--- config.mk ---
export PLATFORM = sky130hd
export DESIGN_NAME = lamp_dimming_controller_core
export DESIGN_NICKNAME = d
export VERILOG_FILES = /design/src/rtl/ldc_pkg.sv /design/src/rtl/lamp_dimming_controller_core.sv
export VERILOG_INCLUDE_DIRS = /design/src /design/src/rtl
export SDC_FILE = /design/constraint.sdc
export NUM_CORES = 1
export LEC_CHECK = 0
export ABC_AREA = 1
export BUFFER_PORTS_ARGS = -buffer_cell sky130_fd_sc_hd__buf_4
export CAP_MARGIN = 0
export CELL_PAD_IN_SITES_DETAIL_PLACEMENT = 0
export CELL_PAD_IN_SITES_GLOBAL_PLACEMENT = 1
export CORE_MARGIN = 2
export CORE_UTILIZATION = 48
export DETAILED_ROUTE_END_ITERATION = 8
export PLACE_DENSITY_LB_ADDON = 0.1
export RECOVER_POWER = 100
export SETUP_SLACK_MARGIN = 0.02
export SLEW_MARGIN = 5
export SYNTH_ARGS = -nofsm -noshare
export SYNTH_HDL_FRONTEND = slang
export SYNTH_SLANG_ARGS = --single-unit
--- constraint.sdc ---
create_clock -name clk -period 11.99 [get_ports clk]
set_clock_uncertainty 0.2 [all_clocks]
set_input_delay 0.5995 -clock clk [delete_from_list [all_inputs] [get_ports clk]]
set_output_delay 0.5995 -clock clk [all_outputs]
set_load 0.02 [all_outputs]
--- src/rtl/lamp_dimming_controller_core_defines.svh ---
// Assertion macros for the lamp dimming controller core.
// Included by lamp_dimming_controller_core.sv; expects clk and rst_n in scope.
`ifndef LAMP_DIMMING_CONTROLLER_CORE_DEFINES_SVH
`define LAMP_DIMMING_CONTROLLER_CORE_DEFINES_SVH

// Property checked on every rising edge outside reset.
`define LDC_ASSERT_RUN(label, prop, msg) \
  label: assert property (@(posedge clk) disable iff (!rst_n) prop) else $error(msg);

// Property checked on every rising edge, reset included.
`define LDC_ASSERT_ALWAYS(label, prop, msg) \
  label: assert property (@(posedge clk) prop) else $error(msg);

`endif

--- src/rtl/ldc_pkg.sv ---
// Package for the lamp dimming controller core: word layouts, codes and the gamma table.
// No dependencies; imported by lamp_dimming_controller_core.
`timescale 1ns / 1ps

package ldc_pkg;

  // Fixed sizes of the brightness scale and the PWM range
  localparam int LEVELS   = 200;
  localparam int DUTY_MAX = 1000;
  localparam int LEVEL_W  = 8;
  localparam int DUTY_W   = 10;
  localparam int LUX_W    = 16;

  localparam logic [LEVEL_W-1:0] MAX_LEVEL  = LEVEL_W'(LEVELS - 1);
  localparam logic [LEVEL_W-1:0] WAKE_LEVEL = (100 < LEVELS - 1) ? LEVEL_W'(100) : MAX_LEVEL;
  localparam logic [LEVEL_W-1:0] START_GOAL = (120 < LEVELS - 1) ? LEVEL_W'(120) : MAX_LEVEL;

  // Register reset values
  localparam logic [LUX_W-1:0] TARGET_LUX_RST      = 16'd500;
  localparam logic [LUX_W-1:0] DEAD_BAND_RST       = 16'd30;
  localparam logic [LUX_W-1:0] ABSENCE_TIMEOUT_RST = 16'd600;

  // Configuration register indexes
  localparam int CFG_IDX_W = 2;
  localparam logic [CFG_IDX_W-1:0] REG_TARGET_LUX      = 2'd0;
  localparam logic [CFG_IDX_W-1:0] REG_DEAD_BAND       = 2'd1;
  localparam logic [CFG_IDX_W-1:0] REG_ABSENCE_TIMEOUT = 2'd2;

  // Event kinds carried in tuser
  localparam logic [1:0] OP_FAST     = 2'd0;
  localparam logic [1:0] OP_PRESENCE = 2'd1;
  localparam logic [1:0] OP_LIGHT    = 2'd2;

  // Button events
  localparam logic [1:0] KEY_NONE  = 2'd0;
  localparam logic [1:0] KEY_CLICK = 2'd1;
  localparam logic [1:0] KEY_LONG  = 2'd2;

  // Input word, lowest field last in the list
  typedef struct packed {
    logic [2:0]        pad;
    logic [LUX_W-1:0]  lux_sample;
    logic              motion_seen;
    logic signed [1:0] encoder_step;
    logic [1:0]        key_event;
  } in_word_t;

  // Result word, lowest field last in the list
  typedef struct packed {
    logic [3:0]         pad;
    logic               auto_on;
    logic               lamp_on;
    logic [LEVEL_W-1:0] target_level;
    logic [LEVEL_W-1:0] level;
    logic [DUTY_W-1:0]  duty;
  } out_word_t;

  // Cubic gamma table, one entry for each possible level code
  localparam int GAMMA_DEPTH = 1 << LEVEL_W;
  localparam longint unsigned MAX_CUBE =
    longint'(LEVELS - 1) * longint'(LEVELS - 1) * longint'(LEVELS - 1);

  typedef logic [GAMMA_DEPTH-1:0][DUTY_W-1:0] gamma_tab_t;

  function automatic gamma_tab_t build_gamma();
    gamma_tab_t      tab;
    longint unsigned v;
    int              i;
    for (i = 0; i < GAMMA_DEPTH; i++) begin
      v = longint'(i) * longint'(i) * longint'(i) * longint'(DUTY_MAX);
      v = v / MAX_CUBE;
      if (v > longint'(DUTY_MAX)) begin
        v = longint'(DUTY_MAX);
      end
      tab[i] = DUTY_W'(v);
    end
    return tab;
  endfunction

  localparam gamma_tab_t GAMMA_TAB = build_gamma();

endpackage

--- src/rtl/lamp_dimming_controller_core.sv ---
// Lamp dimming controller core: event processing, state, config registers and result word.
// Depends on ldc_pkg and lamp_dimming_controller_core_defines.svh.
//
//  Channel | Direction | Handshake          | Word
//  --------+-----------+--------------------+---------------------------------------------
//  in_     | in        | tvalid / tready    | tuser: op; tdata: key, encoder, motion, lux
//  out_    | out       | tvalid / tready    | tdata: duty, level, target, lamp_on, auto_on
//  cfg_    | in        | valid / ready      | cfg_index, cfg_data (always ready)
//
// One word is accepted per cycle and one result word leaves per cycle when the sink keeps up.
// An accepted word is held in the input register; the state update and the gamma lookup
// then fill the result register from it, which offers the result on the out_ channel.
// When the result register is stalled, one more word is taken into the input register.
// Reset (rst_n low, synchronous) restores the registers and lamp state and empties both stages.
`timescale 1ns / 1ps
`include "lamp_dimming_controller_core_defines.svh"

module lamp_dimming_controller_core
  import ldc_pkg::*;
(
  input  logic                 clk,
  input  logic                 rst_n,
  // Event words
  input  logic                 in_tvalid,
  output logic                 in_tready,
  input  logic [1:0]           in_tuser,   // [1:0] op
  input  logic [23:0]          in_tdata,   // [1:0] key_event, [3:2] encoder_step,
                                           // [4] motion_seen, [20:5] lux_sample, zero fill
  // Result words
  output logic                 out_tvalid,
  input  logic                 out_tready,
  output logic [31:0]          out_tdata,  // [9:0] duty, [17:10] level, [25:18] target_level,
                                           // [26] lamp_on, [27] auto_on, zero fill
  // Register writes
  input  logic                 cfg_valid,
  output logic                 cfg_ready,
  input  logic [CFG_IDX_W-1:0] cfg_index,
  input  logic [LUX_W-1:0]     cfg_data
);

  // Configuration registers
  logic [LUX_W-1:0] target_lux_r, dead_band_r, absence_timeout_r;

  // Lamp state
  logic               power_r, power_nxt;
  logic               auto_r, auto_nxt;
  logic [LEVEL_W-1:0] goal_r, goal_nxt;
  logic [LEVEL_W-1:0] ramp_r, ramp_nxt;
  logic [LUX_W-1:0]   absence_cnt_r, absence_cnt_nxt;

  // Pipeline registers
  logic       s1_valid_r;
  logic [1:0] s1_op_r;
  in_word_t   s1_word_r;
  logic       out_valid_r;
  out_word_t  out_word_r;
  out_word_t  out_word_nxt;

  // Handshake control
  logic out_free;
  logic s1_adv;
  logic in_acc;

  // Event arithmetic
  logic signed [LEVEL_W+1:0] goal_sum;
  logic [LUX_W-1:0]          lux_lo;
  logic [LUX_W:0]            lux_hi_sum;
  logic [LUX_W-1:0]          lux_hi;

  assign out_free  = !out_valid_r || out_tready;
  assign s1_adv    = s1_valid_r && out_free;
  assign in_tready = !s1_valid_r || out_free;
  assign in_acc    = in_tvalid && in_tready;
  assign cfg_ready = 1'b1;

  assign out_tvalid = out_valid_r;
  assign out_tdata  = out_word_r;

  // Configuration register writes; unknown indexes are dropped
  always_ff @(posedge clk) begin
    if (!rst_n) begin
      target_lux_r      <= TARGET_LUX_RST;
      dead_band_r       <= DEAD_BAND_RST;
      absence_timeout_r <= ABSENCE_TIMEOUT_RST;
    end else if (cfg_valid) begin
      case (cfg_index)
        REG_TARGET_LUX:      target_lux_r      <= cfg_data;
        REG_DEAD_BAND:       dead_band_r       <= cfg_data;
        REG_ABSENCE_TIMEOUT: absence_timeout_r <= cfg_data;
        default: ;
      endcase
    end
  end

  // Input register stage
  always_ff @(posedge clk) begin
    if (!rst_n) begin
      s1_valid_r <= 1'b0;
    end else if (in_tready) begin
      s1_valid_r <= in_tvalid;
    end
  end

  always_ff @(posedge clk) begin
    if (in_acc) begin
      s1_op_r   <= in_tuser;
      s1_word_r <= in_word_t'(in_tdata);
    end
  end

  // Hold band around the lux target, both edges saturated
  always_comb begin
    lux_lo     = (target_lux_r > dead_band_r) ? target_lux_r - dead_band_r : '0;
    lux_hi_sum = {1'b0, target_lux_r} + {1'b0, dead_band_r};
    lux_hi     = lux_hi_sum[LUX_W] ? {LUX_W{1'b1}} : lux_hi_sum[LUX_W-1:0];
  end

  // Next lamp state for the word in the input register
  always_comb begin
    power_nxt       = power_r;
    auto_nxt        = auto_r;
    goal_nxt        = goal_r;
    ramp_nxt        = ramp_r;
    absence_cnt_nxt = absence_cnt_r;
    goal_sum        = '0;

    case (s1_op_r)
      OP_FAST: begin
        // Button first, then encoder, then one ramp step
        case (s1_word_r.key_event)
          KEY_CLICK: begin
            power_nxt = !power_r;
            if (power_r) begin
              goal_nxt = '0;
            end else if (goal_r == '0) begin
              goal_nxt = WAKE_LEVEL;
            end
          end
          KEY_LONG: auto_nxt = !auto_r;
          default: ;
        endcase

        goal_sum = $signed({2'b00, goal_nxt})
                 + {{LEVEL_W{s1_word_r.encoder_step[1]}}, s1_word_r.encoder_step};
        if (s1_word_r.encoder_step != 2'sd0 && power_nxt) begin
          auto_nxt = 1'b0;
          if (goal_sum < 0) begin
            goal_nxt = '0;
          end else if (goal_sum > $signed({2'b00, MAX_LEVEL})) begin
            goal_nxt = MAX_LEVEL;
          end else begin
            goal_nxt = goal_sum[LEVEL_W-1:0];
          end
        end

        if (ramp_r < goal_nxt) begin
          ramp_nxt = ramp_r + 1'b1;
        end else if (ramp_r > goal_nxt) begin
          ramp_nxt = ramp_r - 1'b1;
        end
      end

      OP_PRESENCE: begin
        if (s1_word_r.motion_seen) begin
          absence_cnt_nxt = '0;
          if (!power_r) begin
            power_nxt = 1'b1;
            if (goal_r == '0) begin
              goal_nxt = WAKE_LEVEL;
            end
          end
        end else begin
          if (absence_cnt_r < absence_timeout_r) begin
            absence_cnt_nxt = absence_cnt_r + 1'b1;
          end
          if (absence_cnt_nxt >= absence_timeout_r) begin
            power_nxt       = 1'b0;
            goal_nxt        = '0;
            absence_cnt_nxt = absence_timeout_r;
          end
        end
      end

      OP_LIGHT: begin
        if (power_r && auto_r) begin
          if (s1_word_r.lux_sample < lux_lo) begin
            if (goal_r < MAX_LEVEL) begin
              goal_nxt = goal_r + 1'b1;
            end
          end else if (s1_word_r.lux_sample > lux_hi) begin
            if (goal_r != '0) begin
              goal_nxt = goal_r - 1'b1;
            end
          end
        end
      end

      default: ;
    endcase
  end

  // Lamp state update, once per processed word
  always_ff @(posedge clk) begin
    if (!rst_n) begin
      power_r       <= 1'b1;
      auto_r        <= 1'b1;
      goal_r        <= START_GOAL;
      ramp_r        <= '0;
      absence_cnt_r <= '0;
    end else if (s1_adv) begin
      power_r       <= power_nxt;
      auto_r        <= auto_nxt;
      goal_r        <= goal_nxt;
      ramp_r        <= ramp_nxt;
      absence_cnt_r <= absence_cnt_nxt;
    end
  end

  // Result word with the gamma corrected duty of the new level
  always_comb begin
    out_word_nxt              = '0;
    out_word_nxt.duty         = GAMMA_TAB[ramp_nxt];
    out_word_nxt.level        = ramp_nxt;
    out_word_nxt.target_level = goal_nxt;
    out_word_nxt.lamp_on      = power_nxt;
    out_word_nxt.auto_on      = auto_nxt;
  end

  // Result register
  always_ff @(posedge clk) begin
    if (!rst_n) begin
      out_valid_r <= 1'b0;
    end else if (out_free) begin
      out_valid_r <= s1_valid_r;
    end
  end

  always_ff @(posedge clk) begin
    if (s1_adv) begin
      out_word_r <= out_word_nxt;
    end
  end

  // A lamp that is off always heads for zero
  `LDC_ASSERT_RUN(a_off_goal_zero, !power_r |-> goal_r == '0, "lamp off with nonzero target")

  // The ramp moves by at most one level for each processed word
  `LDC_ASSERT_RUN(a_ramp_step, s1_adv |=> (ramp_r == $past(ramp_r) || ramp_r == $past(ramp_r) + 1'b1 || ramp_r == $past(ramp_r) - 1'b1), "ramp jumped")

  // Lamp state is frozen while no word is processed
  `LDC_ASSERT_RUN(a_state_hold, !s1_adv |=> ($stable(ramp_r) && $stable(goal_r) && $stable(power_r)), "state changed without a word")

  // Both stages are empty right after reset
  `LDC_ASSERT_ALWAYS(a_reset_empty, !rst_n |=> (!s1_valid_r && !out_valid_r), "stage valid after reset")

endmodule

==> results by group <==
Status
  – Status: finished with violations
  – Failing checks: capacitance limit, slew limit

Drt
  – Wire per inst: 15.39 um
  – Vias per inst: 5.409
  – Detail Route Antenna Nets: 0
  – Number of DRC markers in iteration 0: 918
  – Total number of vias: 11,759
  – First-pass DRT Iterations: 7
  – Residual DRC: 0
  – Drt total wl: 33.45 mm

STA
  – RSZ-0062 raised after global routing: false
  – Final worst path period share: 74.83%
  – Setup TNS: 0 ns
  – Final setup viols: 0
  – Worst Tran Pin Value: 2.436 ns
  – Worst slew margin: -62.41%
  – Slew Viols, Final: 116
  – Fin. Hold Viols: 0
  – Fmax achieved: 111.5 MHz
  – Fin crit period: 8.972 ns

Placed design
  – # placed instances: 2,142
  – Dpl hpwl: 25.20 mm
  – Port bufs: 75
  – Routability Congestion: 0.9231

Flow run
  – Total of max-cap violations: 3

Final layout
  – N_diodes: 0
  – Layout cells sized above 1: 6.757%
  – Synth-to-layout area growth: 9.198%
  – Layout net count: 2,015
  – Final Non-Filler Cells: 2,174
  – FILL cells: 2,534
  – Most frequent cells in the layout: nand2_1 (472), inv_1 (221), a21oi_1 (165)
  – Multi-input logic area: 7496 um^2
  – Final core utilization: 53.65%
  – Sequential cell area: 3213 um^2
  – Commonest non-fill, non-tap cell in the layout: nand2_1

Clock network
  – Worst-Skew Late Latency: 0.44 ns
  – Setup bufs post-CTS: 0
  – CTS Buf Count: 17
  – Clock root buffer master: clkbuf_16
  – CTS tree: built
  – Post-CTS Resized: 0
  – H-tree Lvls: 4
  – CTS max path bufs: 2
  – Hold_buf cts: 0
  – Worst-path clk slew: 0.07 ns
  – CTS sink count: 135

Global route
  – First-pass GRT wire length: 55.70 mm
  – Largest net degree at the start of global routing: 55
  – Initial antenna violation count: 0
  – Vias in the first global route: 11,292
  – Total GRT Usage: 26.09%
  – Congestion Overflow GR: 0

Critical path
  – Slowest CP cell: clkinvlp_2
  – Reg2reg start: goal_r[0]$_SDFFE_PN0P_
  – WP data required: 11.97 ns
  – Critical path depth: 45
  – CP Class: register to register
  – CP startpoint: goal_r[0]$_SDFFE_PN0P_
  – Worst path top cell family by delay: simple AND/OR/NAND/NOR gates
  – Flop-to-flop setup slack: 3.02 ns
  – End of the worst register-to-register path: out_tdata[3]$_DFFE_PP_
  – Worst R2R Path Depth: 45
  – Worst Path Buf+Inv: 7
  – Endpoint of the worst setup timing path: out_tdata[3]$_DFFE_PP_
  – Arrival time worst endpoint: 8.95 ns
  – Top cell by count, worst path: nand2_1
  – CP max stage delay: 1.30 ns
  – Worst Path Max Fanout: 32
  – Critical path launch point type: register
  – Setup crit end kind: register

Synth
  – Number of synthesized flops with an enable pin: 51
  – Synth Cell Area: 11,980 um^2
  – Yosys cell types: 54
  – Asr flop ratio synth: 0%
  – Syn avg cell area: 6.665 um^2
  – Most common flop cell mapped by yosys: dfxtp_1
  – Sequential share of the synthesized area: 26.81%
  – Synth warn: 0
  – Yosys top cell area share: 14.47%
  – Synth top area cells: nand2_1 (14%), dfxtp_1 (14%), ha_1 (13%)
  – Cell taking the most area after synthesis: nand2_1
  – Seq cells post-synth: 135
  – Mapped Cells: 1,798

Die
  – Die height: 162.0 um
  – Core ar.: 24,390 um^2
  – Die width: 162.0 um
  – Ports: 84
  – Initial Utilization: 49.13%
  – Die Area: 26,250 um^2
  – # rows: 57

Power and ir drop
  – PD cells: 127.4 nW/um^2
  – Seq pwr share: 31.6%
  – Combinational share of power: 35.7%
  – P_sw: 0.0006580 W
  – Leak Pwr: 6.385 nW
  – Max IR drop VDD: 0.07834 mV
  – Switch share: 39.46%
  – Clk pwr share: 32.7%
  – Power Internal: 0.001009 W

Hold path
  – Hold/Removal Path Class: primary input to register
registers in the layout, indices dropped and copies added, names as in the netlist:
register	count
out_tdata	28
s1_word_r	21
absence_cnt_r	16
absence_timeout_r	16
dead_band_r	16
target_lux_r	16
goal_r	8
ramp_r	8
s1_op_r	2
auto_r	1
out_tvalid	1
power_r	1
s1_valid_r	1
power by group through the flow:
stage          combinational [W]  clock [W]  sequential (W)
2_1_floorplan           0.000449          0        0.000539
3_3_place_gp            0.000596          0        0.000536
3_5_place_dp            0.000600          0        0.000537
4_1_cts                 0.000603   0.000552        0.000527
5_1_grt                 0.000679   0.000569        0.000530
6_report                0.000596   0.000545        0.000527
cells in the mapped netlist (3+ instances only):
cell type,count
o22ai_1,3
o31ai_1,3
o2111ai_1,3
nand3_1,142
o21ai_2,4
a21boi_0,7
buf_2,14
or2_1,3
nand2_2,21
ha_1,126
buf_6,4
a21oi_1,164
clkbuf_1,34
xor2_1,31
dfxtp_1,84
nand2_1,462
nand4_1,20
o221ai_1,3
inv_1,218
or2_2,6
edfxtp_1,51
o21a_1,3
o21ai_0,119
nor3_1,17
a21o_1,4
o211ai_1,22
a21oi_2,4
a211oi_1,3
inv_2,15
nor2_1,120
o21ai_1,22
nor2_2,9
fa_1,3
xnor2_1,4
a31oi_1,6
nor4_1,3
nand3b_1,9
buf_4,10
per-layer routing:
metal | global-route usage [%] | wire, um | part of all wire, %
met2 | 44.04 | 15540 | 46
met1 | 34.66 | 15580 | 47
met5 | 0 | 0 | 0
met4 | 7.522 | 497 | 1.5
met3 | 3.933 | 1835 | 5.5
worst min-delay path by stage:
stage                            startpoint  slack (ns)  cells after the start                      endpoint
2_1_floorplan  dead_band_r[10]$_SDFFE_PN0P_        0.25                      2  dead_band_r[10]$_SDFFE_PN0P_
3_3_place_gp    dead_band_r[9]$_SDFFE_PN0P_        0.27                      2   dead_band_r[9]$_SDFFE_PN0P_
3_5_place_dp   dead_band_r[14]$_SDFFE_PN0P_        0.27                      2  dead_band_r[14]$_SDFFE_PN0P_
4_1_cts                         in_tdata[8]        0.12                      1        s1_word_r[8]$_DFFE_PP_
5_1_grt                         in_tdata[8]        0.14                      1        s1_word_r[8]$_DFFE_PP_
6_report                       in_tdata[10]        0.16                      1       s1_word_r[10]$_DFFE_PP_
through the flow:
| step | total power [W] | hold WS [ns] | worst slack [ns] | area, um^2 |
|---|---|---|---|---|
| 2_1_floorplan | 0.0009877 | 0.2511 | 6.172 | 12000 |
| 3_3_place_gp | 0.001133 | 0.2675 | 4.709 | 12680 |
| 3_5_place_dp | 0.001137 | 0.2730 | 4.712 | 12680 |
| 4_1_cts | 0.001682 | 0.1191 | 4.681 | 13290 |
| 5_1_grt | 0.001778 | 0.1430 | 2.189 | 13090 |
| 6_report | 0.001667 | 0.1570 | 3.018 | 13090 |
worst reg2reg max path, delay by kind of cell (launching register included):
| family | cells | cell delay, ns |
|---|---|---|
| adders and majority gates | 5 | 1.49 |
| and+or+nand+nor | 30 | 4.06 |
| AOI/OAI and AO/OA | 2 | 0.34 |
| DFF | 1 | 0.41 |
| buffers and inverters | 7 | 1.98 |
| xor gates and xnor gates | 1 | 0.21 |
kinds of logic after synthesis:
family	count (synthesis)	synth area share, %
and+or+nand+nor	817	29.08
AOI/OAI and AO/OA	380	17.68
other	2	0.06267
DFF	135	26.81
xor gates and xnor gates	35	2.558
buffers and inverters	300	10.16
adders and majority gates	129	13.66
final cells by class:
class	instances	share of cell area, %
inverters	237	6.827
multi-input cells	1366	57.28
flip-flops and latches	135	24.55
clock buffers	18	3.442
well taps	324	3.098
clock inverters	14	1.157
repair buffers	80	3.643
Note: power is estimated with default switching activity, not from simulation.
